File: config.mk
export PLATFORM = sky130hd
export DESIGN_NAME = sacl_queue
export DESIGN_NICKNAME = d
export VERILOG_FILES = /design/src/design/sacl_pkg.sv /design/src/design/sacl_queue.sv
export SDC_FILE = /design/constraint.sdc
export NUM_CORES = 1
export LEC_CHECK = 0
export BUFFER_PORTS_ARGS = -buffer_cell sky130_fd_sc_hd__buf_4
export CAP_MARGIN = 20
export CELL_PAD_IN_SITES_DETAIL_PLACEMENT = 1
export CELL_PAD_IN_SITES_GLOBAL_PLACEMENT = 1
export CORE_MARGIN = 5
export CORE_UTILIZATION = 30
export CTS_CLUSTER_DIAMETER = 120
export DETAILED_ROUTE_END_ITERATION = 7
export PLACE_DENSITY = 0.66
export REMOVE_ABC_BUFFERS = 1
export SYNTH_ARGS = -nofsm -noshare
export SYNTH_HDL_FRONTEND = slang
export SYNTH_SLANG_ARGS = --single-unit
File: constraint.sdc
create_clock -name clk -period 3.9 [get_ports clk]
set_input_delay 0.195 -clock clk [delete_from_list [all_inputs] [get_ports clk]]
set_output_delay 0.195 -clock clk [all_outputs]
set_load 0.05 [all_outputs]
File: src/design/sacl_pkg.sv
// Shared constants, codes and types of the set-associative LRU cache model.
package sacl_pkg;

    // Defaults for the top-level parameters.
    localparam int DEF_MAX_SET_BITS = 8;
    localparam int DEF_MAX_WAYS     = 8;
    localparam int DEF_ADDR_WIDTH   = 32;

    // Fixed widths of the configuration registers and result fields.
    localparam int SET_BITS_W   = 4;
    localparam int BLOCK_BITS_W = 5;
    localparam int WAYS_CFG_W   = 4;
    localparam int CFG_INDEX_W  = 2;
    localparam int CFG_DATA_W   = 5;
    localparam int TOTAL_W      = 32;
    localparam int OUT_TAG_W    = 32;

    localparam logic [TOTAL_W-1:0] TOTAL_MAX = '1;

    // Entries in the queue between front and back; a power of two.
    localparam int QUEUE_DEPTH = 2;

    typedef enum logic [1:0] {
        OP_LOAD   = 2'd0,
        OP_STORE  = 2'd1,
        OP_MODIFY = 2'd2,
        OP_FETCH  = 2'd3
    } op_t;

    typedef enum logic [CFG_INDEX_W-1:0] {
        REG_SET_BITS   = 2'd0,
        REG_BLOCK_BITS = 2'd1,
        REG_WAYS       = 2'd2
    } cfg_reg_t;

    typedef enum logic [1:0] {
        ST_CLEAR,
        ST_IDLE,
        ST_REREAD,
        ST_UPDATE
    } back_state_t;

    typedef struct packed {
        logic full;
        logic empty;
    } queue_status_t;

endpackage

File: src/design/sacl_queue.sv
// Small first-in first-out queue between the front and the back of the cache.
module sacl_queue
    import sacl_pkg::*;
#(
    parameter int WIDTH = 41
)
(
    input  logic             clk,
    input  logic             rst_n,
    input  logic             push,
    input  logic [WIDTH-1:0] push_data,
    input  logic             pop,
    output logic [WIDTH-1:0] head,
    output queue_status_t    status
);

    localparam int PTR_W = (QUEUE_DEPTH > 1) ? $clog2(QUEUE_DEPTH) : 1;
    localparam int CNT_W = $clog2(QUEUE_DEPTH + 1);

    logic [WIDTH-1:0] entry_reg [QUEUE_DEPTH];
    logic [PTR_W-1:0] wr_ptr_reg, wr_ptr_next;
    logic [PTR_W-1:0] rd_ptr_reg, rd_ptr_next;
    logic [CNT_W-1:0] count_reg, count_next;

    always_comb
    begin
        wr_ptr_next = push ? wr_ptr_reg + 1'b1 : wr_ptr_reg;
        rd_ptr_next = pop ? rd_ptr_reg + 1'b1 : rd_ptr_reg;
        count_next  = count_reg;
        if (push && !pop)
        begin
            count_next = count_reg + 1'b1;
        end
        else if (pop && !push)
        begin
            count_next = count_reg - 1'b1;
        end
    end

    always_ff @(posedge clk or negedge rst_n)
    begin
        if (!rst_n)
        begin
            wr_ptr_reg <= '0;
            rd_ptr_reg <= '0;
            count_reg  <= '0;
        end
        else
        begin
            wr_ptr_reg <= wr_ptr_next;
            rd_ptr_reg <= rd_ptr_next;
            count_reg  <= count_next;
        end
    end

    always_ff @(posedge clk)
    begin
        if (push)
        begin
            entry_reg[wr_ptr_reg] <= push_data;
        end
    end

    assign head         = entry_reg[rd_ptr_reg];
    assign status.full  = (count_reg == CNT_W'(QUEUE_DEPTH));
    assign status.empty = (count_reg == '0);

endmodule

# [After elaboration in Yosys (flattened, before gate mapping)]
# Memories as Yosys holds them, arrays and structs flattened.
# Index checks and enable logic that the tools add are counted.
[totals] ff_bits=4 latchBits=0 ram_bits=82 romBits=0 in_bits=45 output_inout_bits=43 word_cells=19 memories=1
[mem_list] memory="entry_reg" depth=2 word_bits=41 read_ports=1 rd_ports_with_merged_regs=0 wr=1 line_no="sacl_queue.sv:20" source="logic [WIDTH-1:0] entry_reg [QUEUE_DEPTH];"
[classes] addsub=4 multipliers=0 n_div=0 order_cmp=0 eq_ne=1 shift=0 mux=4 bitwise_logic=0 reduce_logical=6
[ops] operator="$mux 2" count=2
[ops] operator="$add 1x1->1 const B" count=2
[ops] operator="$add 2x1->2 const B" count=1
[ops] operator="$eq 2x2->1 const B" count=1
[ops] operator="$logic_and 1x1->1" count=2
[ops] operator="$logic_not 1->1" count=2
[ops] operator="$logic_not 2->1" count=1
[ops] operator="$mux 1" count=2
[ops] operator="$reduce_bool 2->1" count=1
[ops] operator="$sub 2x1->2 const B" count=1

# [Depth between registers and ports, before layout]
# Gate-level depths: netlist of the first run.
[logic_depth] word_depth=4 mapped_depth=5

# [Worst setup path before layout of the first run]
# OpenSTA, ideal clock, no wires.
[synth_path] kind="reg-to-reg" from="register wr_ptr_reg" to="memory entry_reg[0][0], enable pin" arrival_ps=2237 required_time_ps=3456 slack_ps=1219 path_stages_with_launch=2 period_less_slack_ps=2681 cell_sequence="dfrtp_1 nor2b_1"
[synth_lines] element="start: declaration" line_no="sacl_queue.sv:21" source="logic [PTR_W-1:0] wr_ptr_reg, wr_ptr_next;"
[synth_lines] element="start signal: assignment" line_no="sacl_queue.sv:50" source="wr_ptr_reg <= wr_ptr_next;"
[synth_lines] element="end: declaration" line_no="sacl_queue.sv:20"
# Straight into the memory's write port.

# [Final worst setup path of the first run]
[layout_path] from="register rd_ptr_reg" to="output head[4]"
[layout_between] elab_chain_len=1
[layout_lines] element="start: declaration" line_no="sacl_queue.sv:22" source="logic [PTR_W-1:0] rd_ptr_reg, rd_ptr_next;"
[layout_lines] element="start signal: assignment" line_no="sacl_queue.sv:51" source="rd_ptr_reg <= rd_ptr_next;"
[layout_lines] element="$mem_v2 2x41"
[layout_lines] element="end: declaration" line_no="sacl_queue.sv:13" source="output logic [WIDTH-1:0] head,"
# Every way passes these cells.

==> metrics.yaml, run 1 <==
outcome: "finished clean"
dieArea_mm2: 0.01337
endpoint_kind: "output port"
reg2reg_slack_ns: 2.17
cts_tree: "built"
worstPathArrival_ns: 2.19
fin_area_mm2: 0.004478
synth_compound_area_frac: 0
crit_type: "reg -> out"
largest_register_ffs: 82
grt_max_degree: 42
post-dp-hpwl_um: 4290
synthSimpleGateAreaFrac: 0.007848
rows: 38
leakage_nw: 1.796
n_fill_cell: 1074
tightest_slew_ns: 0.6477
hold_path_end: "rd_ptr_reg"
p_seq_frac: 0.377
synth_warnings: 0
initial_utilization: 0.3075
period_minus_slack_ns: 2.386
fp.coreArea_mm2: 0.01089
cts.clk_slew.worst_paths_ns: 0.09
finalNetCount: 302
fin_ws_ns: 1.514
final.setup.tns_ns: 0
synth_area_leaders: "edfxtp_1, mux2_4, dfrtp_1, buf_12, xor2_1"
h-tree-depth: 3
cap_violations: 0
wl_per_cell_um: 15.93
finalSetupViolCount: 0
r2r_end: "entry_reg[0][3]"
p_switching_mw: 1.409
drv_slew: 0
multiInputGateArea_um2: 699.4
cp_max_fo: 22
clkLatencyLatePin_ns: 0.35
power.share.clock: 0.166
num_vias: 1670
grt_pass1_wl_um: 9494
synth_top_family_by_area: "multiplexers"
clock_path_buffers: 2
hold_ws_ns: 0.03162
post_drt_via_cell_ratio: 4.165
totalWireLength_um: 6389
min-delay-start: "pop"
pwr_density_cell_mw_per_mm2: 791.9
antenna_found_initial: 0
cts-root-buf: "clkbuf_8"
rsz0062_at_grt: "no"
ys_ff_latch: 86
ir_drop_uv: 335.2
synth_area_leader_cell: "edfxtp_1"
place_area_mm2: 0.004110
relSlewSlack: 0.5673
grt_usage: 0.09798
drt_first_pass_iters: 3
cts.repair.resized: 0
synth_mux_area_frac: 0.1816
drc: 0
routabilityCongestion: 0.6193
start_kind: "flip-flop"
die_w_um: 115.6
postSynthAreaPerCell_um2: 23.25
pwr-share-comb: 0.457
internal-power_mw: 2.137
clock_sinks: 86
seq_area_mm2: 0.002564
cts_hold_buf: 7
clock_skew_ns: 0.009827
fin_crit_sh: 0.6117
overflow: 0
reg2regPathDepth: 2
rr_startpoint: "wr_ptr_reg"
cp_data_required_time_ns: 3.70
drt_iter0_markers: 50
ys_seq_area_frac: 0.7653
synth_cell_type_count: 13
syn_area_mm2: 0.003348
route.antenna.remaining_nets: 0
layout-drive-gt1-share: 0.5632
worstHoldPathCells: 2
post-cts-setup-buffers: 0
swShare: 0.3972
pre_cts_slack_ns: 1.824
hold_viol: 0
io_buffers: 87
die_h_um: 115.6
grt_pass1_vias: 1854
synth_adder_area_share: 0.003737
num_antenna_cells: 0
total_power_mw: 3.546
synth_top_area_frac: 0.7354
fmax_mhz: 419.2
numCtsBuffers: 9
io_pins: 88
syn_inst: 144
syn_to_final_growth_pct: 33.74
synthXorXnorAreaFrac: 0.01308
hold_path_class: "in -> reg"
[cell usage after synthesis]
cell      instances
xor2_1            4
nor2b_1           2
xnor2_1           1
mux2_4           39
and2_1            1
buf_6             1
edfxtp_1         82
dfrtp_1           4
inv_1             1
buf_12            4
nor2_1            2
ha_1              1
mux2_2            2
[worst max-delay path, cell delays in order, from the launching register on]
cell and delay (ns):
dfrtp_2 0.77, buf_4 0.49, mux2_4 0.35, buf_4 0.19
[metrics by stage]
stage | std cells | utilization
floorplan | 139 | -
global placement | 368 | 0.3775
detailed placement | 368 | 0.3775
CTS | 391 | 0.4005
global route | 401 | 0.4113
finish | 401 | 0.4113
[final cells by class]
type                       count  area share
tap                          140     0.03912
clock inverter                 6     0.01174
clock buffer                  10     0.02850
sequential                    86      0.5725
timing repair buffer         106      0.1911
inverter                       1   0.0008382
multi-input combinational     52      0.1562
[metal layers]
metal	wire length (µm)	GRT usage	up-vias
li1	-	-	782
met1	2476	0.1066	825
met2	3345	0.1682	52
met3	388	0.02559	11
met4	179	0.06497	0
met5	0	0	-
[cell families (layout without fill, tap and decap cells)]
group,after synthesis,count (layout)
adders and majority gates,1,1
DFF,86,86
xor gates and xnor gates,5,5
and+or+nand+nor,5,5
muxes,41,41
buffers and inverters,6,123
[placed cells by master, fill, tap and decap left out, drive strengths merged]
cell type	instances
ha	1
nor2	2
dlygate4sd3	16
clkbuf	10
buf	90
xor2	4
bufinv	1
and2	1
clkinv	5
mux2	41
inv	1
dfrtp	4
xnor2	1
edfxtp	82
nor2b	2
[how the worst max path moves through the flow]
| stage | startpoint | to | cells past startpoint | slack [ns] |
|---|---|---|---|---|
| 6_report | rd_ptr_reg | head[4] | 3 | 1.51 |
| 3_3_place_gp | rd_ptr_reg | head[4] | 3 | 1.82 |
| 4_1_cts | rd_ptr_reg | head[4] | 3 | 1.42 |
| 2_1_floorplan | wr_ptr_reg | entry_reg[0][0] | 1 | 1.22 |
| 5_1_grt | rd_ptr_reg | head[4] | 3 | 1.37 |
| 3_5_place_dp | rd_ptr_reg | head[4] | 3 | 1.82 |
[power groups by stage]
stage | clock network, mW | logic (mW) | registers [mW]
6_report | 0.589 | 1.62 | 1.34
2_1_floorplan | 0 | 1.17 | 1.38
3_3_place_gp | 0 | 1.61 | 1.36
4_1_cts | 0.620 | 1.63 | 1.35
5_1_grt | 0.661 | 1.70 | 1.36
3_5_place_dp | 0 | 1.62 | 1.37
Note: power is estimated with default switching activity, not from simulation.
==> run 2, diff against run 1 <==
==> constraint.sdc (replaced) <==
create_clock -name clk -period 2.27 [get_ports clk]
set_input_delay 0.1135 -clock clk [delete_from_list [all_inputs] [get_ports clk]]
set_output_delay 0.1135 -clock clk [all_outputs]
set_load 0.05 [all_outputs]
==> metrics.yaml, run 2 (same netlist as run 1, synthesis figures left out) <==
outcome: "finished clean"  # unchanged
overflow: 0  # unchanged
layout_common_cells: "buf_4, edfxtp_1, dlygate4sd3_1, mux2_4, clkbuf_8"  # was buf_4, edfxtp_1, mux2_4, dlygate4sd3_1, clkbuf_8
cts.clk_slew.worst_paths_ns: 0.08  # was 0.09 ns
relSlewSlack: 0.7102  # was 0.5673
clkLatencyLatePin_ns: 0.34  # was 0.35 ns
grt_max_degree: 23  # was 42
post-dp-hpwl_um: 4475  # was 4290 µm
rows: 38  # unchanged
fin_crit_sh: 0.7641
ir_drop_uv: 471.5  # was 335.2 µV
tightest_slew_ns: 0.4346  # was 0.6477 ns
io_buffers: 87  # unchanged
cap_violations: 0  # unchanged
fp.coreArea_mm2: 0.01089  # unchanged
seq_area_mm2: 0.002564  # unchanged
pre_cts_slack_ns: 0.8763  # was 1.824 ns
drt_iter0_markers: 56  # was 50
num_vias: 1786  # was 1,670
drv_slew: 0  # unchanged
multiInputGateArea_um2: 699.4  # unchanged
cp_data_required_time_ns: 2.16  # was 3.70 ns
cts_hold_buf: 44  # was 7
dieArea_mm2: 0.01337  # unchanged
clock_sinks: 86  # unchanged
clock_skew_ns: 0.002681  # was 0.009827 ns
grt_use_met3: 0.02037  # was 0.02559
worstPathArrival_ns: 1.62  # was 2.19 ns
routabilityCongestion: 0.6207  # was 0.6193
layout-drive-gt1-share: 0.5137  # was 0.5632
cts.repair.resized: 0  # unchanged
total_power_mw: 6.142  # was 3.546 mW
hold_viol: 0  # unchanged
numCtsBuffers: 9  # unchanged
wl_per_cell_um: 15.46  # was 15.93 µm
start_kind: "flip-flop"  # unchanged
fmax_mhz: 576.6
placedCellCount: 372  # was 368
layout_commonest_cell: "buf_4"  # unchanged
initial_utilization: 0.3075  # unchanged
clock_path_buffers: 2  # unchanged
die_h_um: 115.6  # unchanged
grt_util_met2: 0.1755  # was 0.1682
rsz0062_at_grt: "no"  # unchanged
grt_pass1_vias: 2027  # was 1,854
r2r_end: "entry_reg[1][19]"  # was entry_reg[0][3]
io_pins: 88  # unchanged
largest_register_ffs: 82  # unchanged
grt_util_met1: 0.1208  # was 0.1066
die_w_um: 115.6  # unchanged
place_area_mm2: 0.004140  # was 0.004110 mm²
rr_startpoint: "wr_ptr_reg"  # unchanged
cp_max_fo: 22  # unchanged
reg2regPathDepth: 2  # unchanged
syn_to_final_growth_pct: 42.26  # was 33.74%
post-cts-setup-buffers: 0  # unchanged
drt_first_pass_iters: 4  # was 3
hold_path_class: "in -> async"  # was in -> reg
route.antenna.remaining_nets: 0  # unchanged
final_util: 0.4375  # was 0.4113
pwr_density_cell_mw_per_mm2: 1289  # was 791.9 mW/mm²
endpoint_kind: "output port"  # unchanged
antenna_found_initial: 0  # unchanged
fin_ws_ns: 0.5355  # was 1.514 ns
cts-root-buf: "clkbuf_8"  # unchanged
post_drt_via_cell_ratio: 4.134  # was 4.165
period_minus_slack_ns: 1.734
totalWireLength_um: 6680  # was 6389 µm
finalSetupViolCount: 0  # unchanged
finalNetCount: 333  # was 302
drc: 0  # unchanged
leakage_nw: 1.917  # was 1.796 nW
h-tree-depth: 3  # unchanged
fin_area_mm2: 0.004763  # was 0.004478 mm²
reg2reg_slack_ns: 1.02  # was 2.17 ns
fin_cells: 432  # was 401
grt_usage: 0.1020  # was 0.09798
grt_pass1_wl_um: 10130  # was 9494 µm
crit_type: "reg -> out"  # unchanged
cts_tree: "built"  # unchanged
n_fill_cell: 1068  # was 1,074
busiest_layer: "met2"  # unchanged
num_antenna_cells: 0  # unchanged
[run 2: cell types whose count changed in the layout (fill, tap and decap cells not counted)]
cell	previous run	this run
clkinv_2	3	2
buf_4	89	93
buf_16	1	0
clkbuf_1	1	3
dlygate4sd3_1	16	44
clkinv_1	2	0
clkinvlp_4	0	1
[run 2: power breakdown]
| part | switching (mW) | internal, mW |
|---|---|---|
| Combinational | 1.83 | 1.10 |
| Clock | 0.497 | 0.507 |
| Sequential | 0.0978 | 2.11 |
[run 2: worst max path at each step]
stage               start              end  cells after the start
6_report       rd_ptr_reg         head[36]                      3
5_1_grt        rd_ptr_reg         head[24]                      3
4_1_cts        rd_ptr_reg         head[24]                      3
3_5_place_dp   rd_ptr_reg          head[6]                      3
3_3_place_gp   rd_ptr_reg          head[2]                      3
2_1_floorplan  wr_ptr_reg  entry_reg[0][0]                      1
[run 2: metrics by stage]
stage	hold slack [ns]	TNS, ns
floorplan	-0.1821	-16.92
global placement	-0.08362	0
detailed placement	-0.07980	0
CTS	0.07683	0
global route	0.09064	0
finish	0.1082	0
[run 2: layout make-up]
class	count	area share
Clock inverter	4	0.009982
Inverter	1	0.0007880
Multi-Input combinational cell	52	0.1468
Sequential cell	86	0.5382
Clock buffer	12	0.02837
Timing Repair Buffer	137	0.2390
Tap cell	140	0.03677
[run 2: worst max-delay path: stages, from the launching register on]
cell     delay [ns]
dfrtp_2        0.36
buf_4          0.38
mux2_4         0.34
buf_4          0.19
[run 2: routing by layer]
metal / up-vias / part of all wire
met5: - / 0
met4: 0 / 0.019
met3: 9 / 0.051
met2: 51 / 0.53
met1: 884 / 0.40
li1: 842 / -
