===== src/design/sacl_pkg.sv =====
// Shared constants, codes and types of the set-associative LRU cache model.
package sacl_pkg;

    // Defaults for the top-level parameters.
    localparam int DEF_MAX_SET_BITS = 8;
    localparam int DEF_MAX_WAYS     = 8;
    localparam int DEF_ADDR_WIDTH   = 32;

    // Fixed widths of the configuration registers and result fields.
    localparam int SET_BITS_W   = 4;
    localparam int BLOCK_BITS_W = 5;
    localparam int WAYS_CFG_W   = 4;
    localparam int CFG_INDEX_W  = 2;
    localparam int CFG_DATA_W   = 5;
    localparam int TOTAL_W      = 32;
    localparam int OUT_TAG_W    = 32;

    localparam logic [TOTAL_W-1:0] TOTAL_MAX = '1;

    // Entries in the queue between front and back; a power of two.
    localparam int QUEUE_DEPTH = 2;

    typedef enum logic [1:0] {
        OP_LOAD   = 2'd0,
        OP_STORE  = 2'd1,
        OP_MODIFY = 2'd2,
        OP_FETCH  = 2'd3
    } op_t;

    typedef enum logic [CFG_INDEX_W-1:0] {
        REG_SET_BITS   = 2'd0,
        REG_BLOCK_BITS = 2'd1,
        REG_WAYS       = 2'd2
    } cfg_reg_t;

    typedef enum logic [1:0] {
        ST_CLEAR,
        ST_IDLE,
        ST_REREAD,
        ST_UPDATE
    } back_state_t;

    typedef struct packed {
        logic full;
        logic empty;
    } queue_status_t;

endpackage


===== src/design/sacl_front.sv =====
// Front end: accepts words, drops fetches, splits the address into set and tag.
module sacl_front
    import sacl_pkg::*;
#(
    parameter int MAX_SET_BITS = DEF_MAX_SET_BITS,
    parameter int ADDR_WIDTH   = DEF_ADDR_WIDTH
)
(
    input  logic                    start,
    input  logic [1:0]              operation,
    input  logic [ADDR_WIDTH-1:0]   address,
    input  logic [SET_BITS_W-1:0]   set_bits_eff,
    input  logic [BLOCK_BITS_W-1:0] block_bits,
    input  queue_status_t           q_status,
    input  logic                    clearing,
    output logic                    busy,
    output logic                    push,
    output logic [ADDR_WIDTH + ((MAX_SET_BITS > 0) ? MAX_SET_BITS : 1):0] push_data
);

    localparam int SET_W = (MAX_SET_BITS > 0) ? MAX_SET_BITS : 1;
    localparam int SUM_W = $clog2((1 << BLOCK_BITS_W) + MAX_SET_BITS);
    localparam logic [SUM_W:0] ADDR_LIMIT = (SUM_W + 1)'(ADDR_WIDTH);

    logic [SUM_W-1:0]      shift_sum;
    logic [ADDR_WIDTH-1:0] block_addr;
    logic [SET_W-1:0]      set_mask;
    logic [SET_W-1:0]      set_idx;
    logic [ADDR_WIDTH-1:0] tag;
    logic                  accept;
    logic                  is_modify;

    always_comb
    begin
        shift_sum  = SUM_W'(block_bits) + SUM_W'(set_bits_eff);
        block_addr = address >> block_bits;
        set_mask   = ~({SET_W{1'b1}} << set_bits_eff);
        set_idx    = block_addr[SET_W-1:0] & set_mask;
        // Tag is zero once the index and offset cover the whole address.
        if ({1'b0, shift_sum} >= ADDR_LIMIT)
        begin
            tag = '0;
        end
        else
        begin
            tag = address >> shift_sum;
        end
    end

    assign busy      = q_status.full || clearing;
    assign accept    = start && !busy;
    assign is_modify = (op_t'(operation) == OP_MODIFY);
    assign push      = accept && (op_t'(operation) != OP_FETCH);
    assign push_data = {is_modify, set_idx, tag};

endmodule


===== config.mk =====
export PLATFORM = sky130hd
export DESIGN_NAME = sacl_front
export DESIGN_NICKNAME = d
export VERILOG_FILES = /design/src/design/sacl_pkg.sv /design/src/design/sacl_front.sv
export SDC_FILE = /design/constraint.sdc
export NUM_CORES = 1
export LEC_CHECK = 0
export BUFFER_PORTS_ARGS = -buffer_cell sky130_fd_sc_hd__buf_4
export CAP_MARGIN = 0
export CORE_MARGIN = 2
export CORE_UTILIZATION = 40
export DETAILED_ROUTE_END_ITERATION = 10
export GPL_TIMING_DRIVEN = 0
export PLACE_DENSITY = 0.63
export RECOVER_POWER = 25
export SYNTH_ARGS = -nofsm -noshare
export SYNTH_HDL_FRONTEND = slang
export SYNTH_SLANG_ARGS = --single-unit

===== constraint.sdc =====
create_clock -name vclk -period 8.2
set_clock_uncertainty 0.2 [all_clocks]
set_input_delay 1.23 -clock vclk [all_inputs]
set_output_delay 1.23 -clock vclk [all_outputs]
set_load 0.005 [all_outputs]

## Yosys cells after proc, flatten, opt, wreduce, memory -nomap -nowiden

Index checks and enable logic that the tools add are counted.

| operators by class | value |
|---|---|
| $add $sub $neg | 1 |
| magnitude comparators | 1 |
| eq/ne operators | 2 |
| shift-type cells | 3 |
| multiplexer cells | 1 |
| bitwise logic cells | 2 |
| reduce and logical (&&, ||, !) cells | 4 |

Operator list:

| kind | number |
|---|---|
| $mux 32 | 1 |
| $shr 32x5->8 | 1 |
| $shr 32x6->32 | 1 |
| $and 8x8->8 | 1 |
| $not 8->8 | 1 |
| $shl 8x4->8 const A | 1 |
| $add 5x4->6 | 1 |
| $ge 6x6->1 const B | 1 |
| $eq 2x2->1 const B | 1 |
| $logic_and 1x1->1 | 2 |
| $ne 2x2->1 const B | 1 |
| $logic_not 1->1 | 1 |
| $logic_or 1x1->1 | 1 |

| storage, ports and cells | value |
|---|---|
| bits in registers | 0 |
| output and inout bits | 43 |
| word-level logic and storage cells | 14 |

## Longest topological paths before layout

Gate-level depths: netlist (run 1).

| depth | value |
|---|---|
| depth in word-level cells | 4 |
| gate-level depth with buffers | 10 |
| depth with buffers taken out | 8 |

## Worst setup path before layout (run 1)

Ideal clock, no wire load.

| path | value |
|---|---|
| path type | input to output |
| start | in block_bits[1] |
| end | out push_data[1] (netlist name) |
| arrival | 3.464 ns |
| data required time | 6.770 ns |
| slack | 3.306 ns |
| stages on the path | 9 |
| path buffers | 2 |
| cells stage by stage | inv_2 buf_1 fa_1 xor2_4 buf_4 mux2i_1 nand2_1 o21ai_0 o2111ai_1 |

| on the way | value |
|---|---|
| word-level cells in the longest chain between the ends | 3 |
| elaborated cells between the ends (all ways) | 4 |

RTL lines:

| item | RTL line | source |
|---|---|---|
| start, declared | sacl_front.sv:13 | `input logic [BLOCK_BITS_W-1:0] block_bits,` |
| $add 5x4->6 (*) | sacl_front.sv:35 | `shift_sum = SUM_W'(block_bits) + SUM_W'(set_bits_eff);` |
| $shr 32x6->32 / $ge 6x6->1 (equally long branches) | sacl_front.sv:46, sacl_front.sv:40 |  |
| $mux 32 (*) | sacl_front.sv:40 | `if ({1'b0, shift_sum} >= ADDR_LIMIT)` |
| end, declared | sacl_front.sv:18 | `output logic [ADDR_WIDTH + ((MAX_SET_BITS > 0) ? MAX_SET_BITS : 1):0] push_data` |

Mark *: on every way between the ends. The rest lies on a longest branch, timed or not.

## Worst setup path in the final report (run 1)

Same ends and word-level chain as after synthesis.

==> results of run 1 <==
layout make-up:
cell class | count | area [um^2] | share of cell area, %
timing repair buffer | 89 | 664 | 15.0
inverter | 9 | 33.8 | 0.761
multi-input combinational | 381 | 3400 | 76.6
tap | 108 | 135 | 3.04
buffer | 40 | 205 | 4.62
synthesized netlist by cell type, types with 8 or more instances:
library cell	count
sky130_fd_sc_hd__mux2_2	14
sky130_fd_sc_hd__clkbuf_1	13
sky130_fd_sc_hd__a211oi_1	15
sky130_fd_sc_hd__o21ai_0	11
sky130_fd_sc_hd__o21bai_1	9
sky130_fd_sc_hd__nor2_1	24
sky130_fd_sc_hd__a2bb2oi_1	8
sky130_fd_sc_hd__nand3_1	12
sky130_fd_sc_hd__mux2i_1	109
sky130_fd_sc_hd__a21oi_1	12
sky130_fd_sc_hd__buf_2	13
sky130_fd_sc_hd__mux4_2	32
sky130_fd_sc_hd__nand2_1	37
path summary, 6_finish.rpt:
path | start | end | slack [ns] | cells past startpoint
setup / recovery | block_bits[1] | push_data[1] | 2.34 | 11
hold / removal | q_status[1] | busy | 2.55 | 3
routing by layer:
metal  share of wire (%)  track usage (%)
met1                  43             34.6
met3                 6.7             3.30
met4                 1.7             5.69
met5                   0                0
met2                  49             47.2
power by group through the flow:
| stage | combinational (W) | sequential (W) | clock, W |
|---|---|---|---|
| floorplan | 0.000309 | 0 | 0 |
| global placement | 0.000460 | 0 | 0 |
| detailed placement | 0.000465 | 0 | 0 |
| CTS | 0.000468 | 0 | 0 |
| global route | 0.000508 | 0 | 0 |
| finish | 0.000471 | 0 | 0 |
per-stage QoR:
step | setup slack (ns) | instances | cell area, um^2 | util (%) | power (W)
after CTS | 2.33 | 627 | 4460 | 50.6 | 0.000468
after detailed placement | 2.33 | 627 | 4460 | 50.6 | 0.000465
after floorplan | 3.31 | 430 | 3650 | - | 0.000309
final | 2.34 | 627 | 4440 | 50.4 | 0.000471
after global placement | 2.33 | 627 | 4460 | 50.6 | 0.000460
after global routing | 1.96 | 627 | 4440 | 50.4 | 0.000508
worst min-delay path: stages:
cell and delay (ns):
sky130_fd_sc_hd__buf_4 0.07, sky130_fd_sc_hd__or2_2 0.10, sky130_fd_sc_hd__clkbuf_4 0.12
kinds of logic (layout without fill, tap and decap cells):
logic type / Yosys count / count (layout) / synth area share, %
xor+xnor: 7 / 7 / 2.19
mux: 155 / 155 / 53.9
compound gates: 98 / 98 / 19.9
fa+ha+maj: 5 / 5 / 1.92
simple gates: 116 / 116 / 15.2
buf+inv: 49 / 138 / 6.92
cell usage in the layout (no fill, tap or decap), drive strengths merged, types with 7 or more instances in the layout:
cell type	synthesis	final
o21bai	9	9
mux4	32	32
a211oi	15	15
o21ai	12	12
buf	27	107
mux2	14	14
a2bb2oi	8	8
nand2b	7	7
clkbuf	13	22
inv	8	8
o221ai	7	7
nand3	12	12
nor2b	7	7
mux2i	109	109
nand2	37	37
nor2	24	24
a21oi	13	13
nor3	7	7
==> summary by stage, run 1 <==
Placement
Routability-driven placement finished with a final weighted congestion of 0.909. The HPWL after detailed placement is 10800 um. In this run the tool buffered the top-level ports with 89 buffer cells.

Global route
The total grt overflow is 0. The maximum number of pins on one net before global-route repair is 11. The number of antenna violations at the first check in global routing came to 0. The total global-route track usage is 26.6%. The global-route wire length before repair is 21600 um. The via count of the first global-routing pass is 4059.

Routing
For this run, design rule violations remaining after detail routing come to 0. Summed over all layers, the routed wires come to 13500 um. The violation count after the first detailed-route iteration is 233. The residual antenna-violating net count after detailed routing is 0. The average vias per placed instance is 6.44. The detailed-routing iteration count for the pre-antenna-repair pass is 5. In the final routed layout, each cell accounts on average for 21.5 um. The count of vias placed by the detailed router is 4035.

Power
The switching power summed over all nets is 0.000243 W. Dividing total power by cell area gives a power density of 106 nW/um^2. The portion of total power attributed to sequential cells is 0%. Per report_power, the clock group accounts for 0% of the total. Summed over all cells, the static leakage comes to 2.01 nW. The share of total power dissipated in combinational logic is 100.0%. Internal power comes to 0.000228 W.

The fraction of power spent switching nets is 51.5%. The maximum resistive drop on vdd is 0.0000689 V.

Cells and area
The fraction of layout instances using a drive strength above 1 is 31.8%. The number of flip-flops and latches is 0. The repair_antennas step left the layout with diodes totalling 0. Counting the fill cells in the layout gives 875. Across the whole layout, storage elements account for 0 um^2. Compared with the post-synthesis result, the final layout area differs by 21.5%. The count of clock buffers in the final design is 0. The final layout contains 573 nets.

Timing
The worst hold slack is 2.55 ns. The highest clock rate is 171 MHz. Setup total negative slack on the finished layout was measured at 0 ns. The share of the clock period used by the worst path is 71.4%. Setup violations remaining at the end of the flow were counted as 0.

The pin slew with the least headroom to its limit is 1.27 ns. The max-slew violation count was 0. Measured against its own limit, the worst slew margin works out to 14.4%.

The hold violation total from the final report is 0. Subtracting the final worst setup slack from the clock period gives 5.86 ns. Setup repair after global routing left no endpoint under its margin.

Floorplan
The I/O pin total is 90. In this run the standard cell core region covers 8810 um^2. The die is 99.6 um wide.

The starting density of the core is 41.5%. The die height is 99.6 um. The overall die area is 9920 um^2.

The number of rows in the core area is 34.

Critical path
The worst setup path is captured at a primary output. The most numerous cell on the critical path is sky130_fd_sc_hd__buf_4. Walking the worst path, the cells encountered are buf_4 > inv_2 > buf_1 > fa_1 > xor2_4 > buf_4 > mux2i_1 > nand2_1 > o21ai_0 > o2111ai_1 > buf_4. The required time at the worst-slack endpoint is 6.77 ns. For this design, the slowest cell found on the critical path is sky130_fd_sc_hd__buf_1. The type of origin of the critical path is an input pin. The critical path is of the in -> out type. The critical path data arrival time is 4.43 ns. Counting both buffers and inverters, the worst setup path holds a total of 5. The largest single stage delay on the critical path is 0.53 ns. The family with the most delay on the worst path is buffers and inverters.

The critical-path maximum fanout is 10.

Synth
The count of synthesis-stage warnings from yosys is 0. The cell taking the most area after synthesis is sky130_fd_sc_hd__mux2i_1. The area share of the largest cell type after synthesis is 29.9%.

In the post-synthesis netlist, the biggest area contributors are sky130_fd_sc_hd__mux2i_1, sky130_fd_sc_hd__mux4_2, sky130_fd_sc_hd__mux2_2. The cell area that synthesis handed to floorplanning was 3650 um^2. For this run, the register share of the synthesized area comes to 0%. The mean cell area of the mapped netlist is 8.50 um^2. The post-synthesis instance total is 430. The distinct cell type count of the synthesized netlist is 53.

Synthesis produced a netlist with a net count of 482.

CTS
In this run, post-CTS repair resized a total of 0 instances. The post-cts hold buffer count is 0. Once the clock tree was built, the setup fixing pass inserted 0 buffers.

Status
The run finished with clean final reports.

Job
Max-cap violations in this run came to 0.

Hold path
The worst hold path belongs to the class in -> out.
(Power assumes the default switching activity.)
==> run 2: changes to the inputs <==
- ABC_AREA: not set -> 1
- PLACE_DENSITY: 0.63 -> 0.66
- clock period: 8.2 -> 5.2 ns (I/O delays scaled with it)
==> run 2 against run 1 <==
Against the previous run:
- setup slack got worse by 1.8 ns
- critical path type unchanged
- final cell count increased by 49%
- largest cell class unchanged
- global-route usage increased by 4.4 points
==> summary by stage, run 2 <==
Cells and area
The count of cells in the finished layout, fillers not included, comes to 935. In the layout the commonest cells are sky130_fd_sc_hd__nand2_1, sky130_fd_sc_hd__nand3_1, sky130_fd_sc_hd__buf_4. The repair_antennas step left the layout with diodes totalling 0. The layout overhead on the synthesized area is 23.3%. The fraction of layout instances using a drive strength above 1 is 16.0%. The number of flip-flops and latches is 0. In the final layout, flip-flops and latches occupy 0 um^2. After the last flow step, the layout net total stands at 884. Leaving out fill and tap cells, the most frequent cell in the layout is sky130_fd_sc_hd__nand2_1. The utilization of the core after routing is 50.7%.

The clock buffers instantiated in the layout total 0.

Synth
In the synthesized netlist, the number of instances is 742. Counting distinct cell types in the post-synthesis netlist gives 25. The compound-cell area share of the yosys netlist is 3.83%. Ranked by instance count, the synthesized netlist is headed by sky130_fd_sc_hd__nand2_1, sky130_fd_sc_hd__nand3_1, sky130_fd_sc_hd__nor2_1. The Yosys step of the flow raised 0 warnings. Synthesis produced a netlist with a net count of 794. By area the synthesized netlist is led by sky130_fd_sc_hd__nand3_1, sky130_fd_sc_hd__nand2_1, sky130_fd_sc_hd__nor2_1. By area, the combinational part of the netlist is dominated by simple AND/OR/NAND/NOR gates. The most common cell in the netlist is sky130_fd_sc_hd__nand2_1.

The adder-cell share of the synthesized area is 2.08%. After synthesis the cells add up to 3360 um^2. The largest total area in the synthesized netlist belongs to sky130_fd_sc_hd__nand3_1.

Of the total synthesized cell area, the portion taken by AND, OR, NAND and NOR gates is 82.5%. Of the total synthesized cell area, the portion taken by XOR and XNOR cells is 0%. The area share of the largest cell type after synthesis is 39.9%. The register area share after synthesis is 0%.

The mux contribution to synthesized area is 0%. The average instance in the mapped netlist occupies 4.53 um^2.

Floorplan
The die is 95.7 um tall. The initial utilization of the core area, before any placement, comes to 41.1%. The number of rows in the core area is 33. The floorplan step defined a die boundary enclosing 9150 um^2. Pin placement for this block handled 90 I/O pins.

The core region area is 8180 um^2. The x dimension of the die is 95.7 um.

Routing
Dividing the detail-routed via count by the number of cells gives 5.57. The count of nets left with antenna violations once routing finished came out at 0. For this block, the initial DRC count from the detailed router was 322. The count of vias placed by the detailed router is 5206. For this run, the detailed router's first-pass iteration total came to 6. The count of unresolved DRC violations after routing is 0. After detailed routing, the average wire length per cell comes to 15.2 um.

For this block, the routed nets add up to 14300 um of wire.

Timing
Setup violations remaining at the end of the flow were counted as 0. Setup repair after global routing left no endpoint under its margin. The total negative slack is 0 ns.

The max-slew violation count is 0. The worst-case headroom to the max-slew limit is 58.2%. The hold violation total from the final report is 0.

For this run, the top clock speed supported by timing is 215 MHz. The final critical path takes up 89.3% of the cycle. The pin slew with the least headroom to its limit is 0.627 ns.

The minimum period implied by the final worst setup slack is 4.64 ns.

Global route
Entering global routing, the biggest net connects 11 pins. The total global-route track usage is 31.0%. The number of antenna violations at the first check in global routing came to 0. The via count of the first global-routing pass is 4647. The total overflow left after global routing is 0. The first global-routing pass estimated 22500 um of wire.

Critical path
The worst setup path is of the in -> out kind. The worst setup path is captured at a primary output. Of all nets on the critical path, the largest fanout is 10. Data on the critical path is required at its endpoint by 4.22 ns. At the worst endpoint, the arrival time is 3.66 ns. The worst setup path endpoint is push_data[10].

The type of origin of the critical path is an input pin. The launch point of the worst path is block_bits[1].

Placement
Input and output buffers added on the ports amount to 88. The total instance count after detailed placement is 935. The weighted congestion reported at the end of routability-driven placement is 1.02. The HPWL reported at the end of detailed placement is 12200 um.

Hold path
The launch instance of the worst min-delay path is q_status[1]. The class of the tightest hold or removal check is in -> out.

CTS
The post-cts hold buffer count is 0. The number of instances resized during post-cts repair is 0. The buffers inserted during post-CTS setup optimization is 0.

Job
The tool flagged a number of max-cap violations equal to 0.

Power
The power density over the cells is 173 nW/um^2. The leakage power of the design is 2.37 nW. The maximum resistive drop on vdd is 0.0000515 V.

Status
The run finished with clean final reports.
## run 2: worst min path at each step
stage,cells after the start,slack [ns],to
after detailed placement,3,1.63,busy
after CTS,3,1.63,busy
after floorplan,2,1.44,push_data[39]
final,3,1.65,busy
after global placement,3,1.63,busy
after global routing,3,1.68,busy
## run 2: stage by stage
step | power, W | setup slack (ns) | hold slack (ns) | instance area [um^2]
after floorplan | 0.000452 | 1.67 | 1.44 | 3360
after global placement | 0.000703 | 0.739 | 1.63 | 4150
after detailed placement | 0.000706 | 0.756 | 1.63 | 4150
after CTS | 0.000708 | 0.749 | 1.63 | 4150
after global routing | 0.000800 | 0.337 | 1.68 | 4150
final | 0.000717 | 0.556 | 1.65 | 4150
## run 2: routing by layer
metal / GRT usage (%) / share of wire [%] / vias to the layer above / routed length (um)
met3: 1.66 / 6.9 / 40 / 990
met5: 0 / 0 / - / 0
met1: 38.1 / 42 / 2265 / 5990
li1: - / - / 2642 / -
met4: 12.6 / 4.4 / 0 / 632
met2: 55.8 / 47 / 259 / 6640
## run 2: power breakdown
group / switching, W / internal [W] / leakage (nW)
registers: 0 / 0 / 0
clock network: 0 / 0 / 0
logic: 0.000443 / 0.000273 / 2.37
## run 2: worst max-delay path, cell delays in order
cell	delay [ns]
sky130_fd_sc_hd__clkbuf_1	0.14
sky130_fd_sc_hd__inv_1	0.22
sky130_fd_sc_hd__clkbuf_1	0.52
sky130_fd_sc_hd__fa_1	0.60
sky130_fd_sc_hd__inv_1	0.14
sky130_fd_sc_hd__clkbuf_1	0.42
sky130_fd_sc_hd__nand3_1	0.19
sky130_fd_sc_hd__nand3_1	0.15
sky130_fd_sc_hd__nand2_1	0.12
sky130_fd_sc_hd__nand2_1	0.08
sky130_fd_sc_hd__nand3_1	0.07
sky130_fd_sc_hd__nand2_1	0.07
sky130_fd_sc_hd__inv_1	0.03
sky130_fd_sc_hd__buf_4	0.12
## run 2: logic make-up (layout without fill, tap and decap cells)
group / after synthesis / count (layout)
simple gates: 633 / 633
buf+inv: 81 / 169
fa+ha+maj: 5 / 5
compound gates: 23 / 23
## run 2: final cells by class
cell class / count / area, um^2
multi-input combinational: 661 / 2970
fill: 963 / 4030
buffer: 46 / 254
inverter: 35 / 134
tap: 105 / 131
timing repair buffer: 88 / 653
==> run 3: changes to the inputs <==
- ABC_AREA: 1 -> not set
- PLACE_DENSITY: 0.66 -> 0.65
==> run 3 against run 2 <==
Against the previous run:
- core utilization decreased by 0.24 points
- via count fell by 24%
- combinational power grew 3.3%
- routed wire length decreased by 6.9%
- count of clock-buffer cells in the layout stayed put
- critical endpoint is now push_data[1]
- highest routed layer unchanged
- hold slack better by 0.0033 ns
- cell area rose by 7.2%
==> summary by stage, run 3 (same netlist as run 1, synthesis figures left out) <==
Status
The run finished with clean final reports.

Floorplan
The total area inside the core boundary comes to 8810 um^2. The x dimension of the die is 99.6 um. The I/O pin total is 90. The die covers 9920 um^2. The die height is 99.6 um. The number of rows in the core area is 34. The starting density of the core is 41.5%.

Routing
The count of vias placed by the detailed router is 3980. Summed over all layers, the routed wires come to 13300 um. The detail route stage leaves a number of antenna-violating nets equal to 0. The average detailed-routed wire length per instance is 21.2 um.

The average vias per placed instance is 6.35. The detailed-routing iteration count for the pre-antenna-repair pass is 7. The count of unresolved DRC violations after routing is 0. The violation count after the first detailed-route iteration is 233.

Global route
Global routing consumed, on the met1 layer, 33.9% of the routing resources. For this run, global-route usage on met3 was measured as 2.81%. The maximum number of pins on one net before global-route repair is 11. The total global-route track usage is 25.9%. The layer flagged by global routing as most heavily used is met2. The first global-routing pass estimated 21200 um of wire.

The global-route met2 utilization is 45.0%. The number of antenna violations at the first check in global routing is 0. The via count of the first global-routing pass is 4105. The total overflow left after global routing is 0.

Cells and area
At the end of the flow the core is filled with cells to 50.5%. Leaving out fill and tap cells, the most frequent cell in the layout is sky130_fd_sc_hd__mux2i_1. The layout overhead on the synthesized area is 21.6%. The count of clock buffers in the final design is 0. Of the cells placed in the final design, the portion with a size suffix greater than 1 is 32.2%. Leaving out fill and tap cells, the most frequent cells in the layout are sky130_fd_sc_hd__mux2i_1, sky130_fd_sc_hd__buf_4, sky130_fd_sc_hd__nand2_1. The number of flip-flops and latches is 0. The number of antenna diodes in the final layout is 0. After the last flow step, the layout net total stands at 573. The final standard cell area without fillers is 4450 um^2.

In the final layout, flip-flops and latches occupy 0 um^2.

CTS
In this run the post-CTS setup repair buffer count came out at 0. For this design, the CTS-stage hold fixing added 0 buffers. The number of instances resized during post-cts repair is 0.

Critical path
The critical-path maximum fanout is 10. At the worst endpoint, the required time is 4.22 ns. The nature of the critical path endpoint is a primary output.

For this design, the slowest cell found on the critical path is sky130_fd_sc_hd__buf_1. On the worst path, the slowest cell contributes a delay of 0.55 ns. The type of origin of the critical path is an input pin.

Data on the critical path arrives at its endpoint at 3.97 ns. By instance count, the cell type seen most on the critical path is sky130_fd_sc_hd__buf_4. The signal on the critical path passes through buf_4 > inv_2 > buf_1 > fa_1 > xor2_4 > buf_4 > mux2i_1 > nand2_1 > o21ai_0 > o2111ai_1 > buf_4. The worst setup path category is in -> out.

Power
In this run the static leakage power is 2.02 nW. The clock share of power is 0%. The maximum resistive drop on vdd is 0.0000970 V. The analysis attributes to net switching a power of 0.000381 W. Of the total power, registers draw 0%. The share of total power dissipated in combinational logic is 100.0%. The power density over the cells is 167 nW/um^2.

The internal power summed over all cells is 0.000360 W. The fraction of power spent switching nets is 51.4%.

Placement
The number of buffers inserted by port buffering is 89. The wire-length estimate of the detail-placed layout is 10600 um. The worst slack at placement is 0.260 ns. The post-placement cell area is 4460 um^2. At the end of routability-driven placement, the weighted congestion stood at 0.932.

Timing
In the final timing run, aggregate negative setup slack is 0 ns. For the pin with the worst max-slew slack, the measured transition is 1.17 ns. The share of the clock period used by the worst path is 95.1%.

Setup repair after global routing left no endpoint under its margin. In the post-route analysis, the smallest setup slack over all paths is 0.252 ns. The worst-case headroom to the max-slew limit is 21.4%. Static timing analysis puts the maximum clock frequency at 202 MHz. On the final layout, the worst hold slack is 1.65 ns. The final setup violation count is 0. The hold violation total from the final report is 0. The smallest clock period supported by the final layout is computed as 4.95 ns. The max-slew violation count is 0.

Hold path
In this run the worst hold path is classified as in -> out.

Job
The max capacitance violation total is 0.
-- run 3: changes by cell type in the layout (fill, tap and decap cells not counted), moves of 14 or more --
cell / change
sky130_fd_sc_hd__a211oi_1: +15
sky130_fd_sc_hd__inv_1: -26
sky130_fd_sc_hd__mux2_2: +14
sky130_fd_sc_hd__mux2i_1: +109
sky130_fd_sc_hd__mux4_2: +32
sky130_fd_sc_hd__nand2_1: -263
sky130_fd_sc_hd__nand3_1: -256
sky130_fd_sc_hd__nor2_1: -29
-- run 3: area by class of cell --
cell class / instances / area [um^2]
tap: 108 / 135
inverter: 9 / 33.8
fill: 870 / 4360
timing repair buffer: 89 / 668
buffer: 40 / 206
multi-input combinational: 381 / 3400
-- run 3: critical path: cells and delay by family --
kind | cells | cell delay (ns)
XOR/XNOR | 1 | 0.37
multiplexers | 1 | 0.30
AND/OR/NAND/NOR | 1 | 0.10
adder cells (fa/ha/maj) | 1 | 0.48
buffers and inverters | 5 | 1.31
AO/OA/AOI/OAI | 2 | 0.61
-- run 3: worst paths after layout --
kind,from,end,slack (ns),depth (start not counted)
max,block_bits[1],push_data[1],0.25,11
min,q_status[1],busy,1.65,3
-- run 3: metal layers --
| layer | vias to the layer above | part of all wire, % |
|---|---|---|
| met1 | 1880 | 41 |
| met5 | - | 0 |
| met3 | 29 | 7.6 |
| met4 | 0 | 2.8 |
| met2 | 204 | 48 |
| li1 | 1867 | - |
-- run 3: power by group through the flow --
stage,clock (W),sequential (W),combinational (W)
floorplan,0,0,0.000488
global placement,0,0,0.000724
detailed placement,0,0,0.000729
CTS,0,0,0.000734
global route,0,0,0.000796
finish,0,0,0.000741
-- run 3: per-stage QoR --
step,power [W],std cells
final,0.000741,627
after global routing,0.000796,627
after detailed placement,0.000729,627
after global placement,0.000724,627
after floorplan,0.000488,430
after CTS,0.000734,627
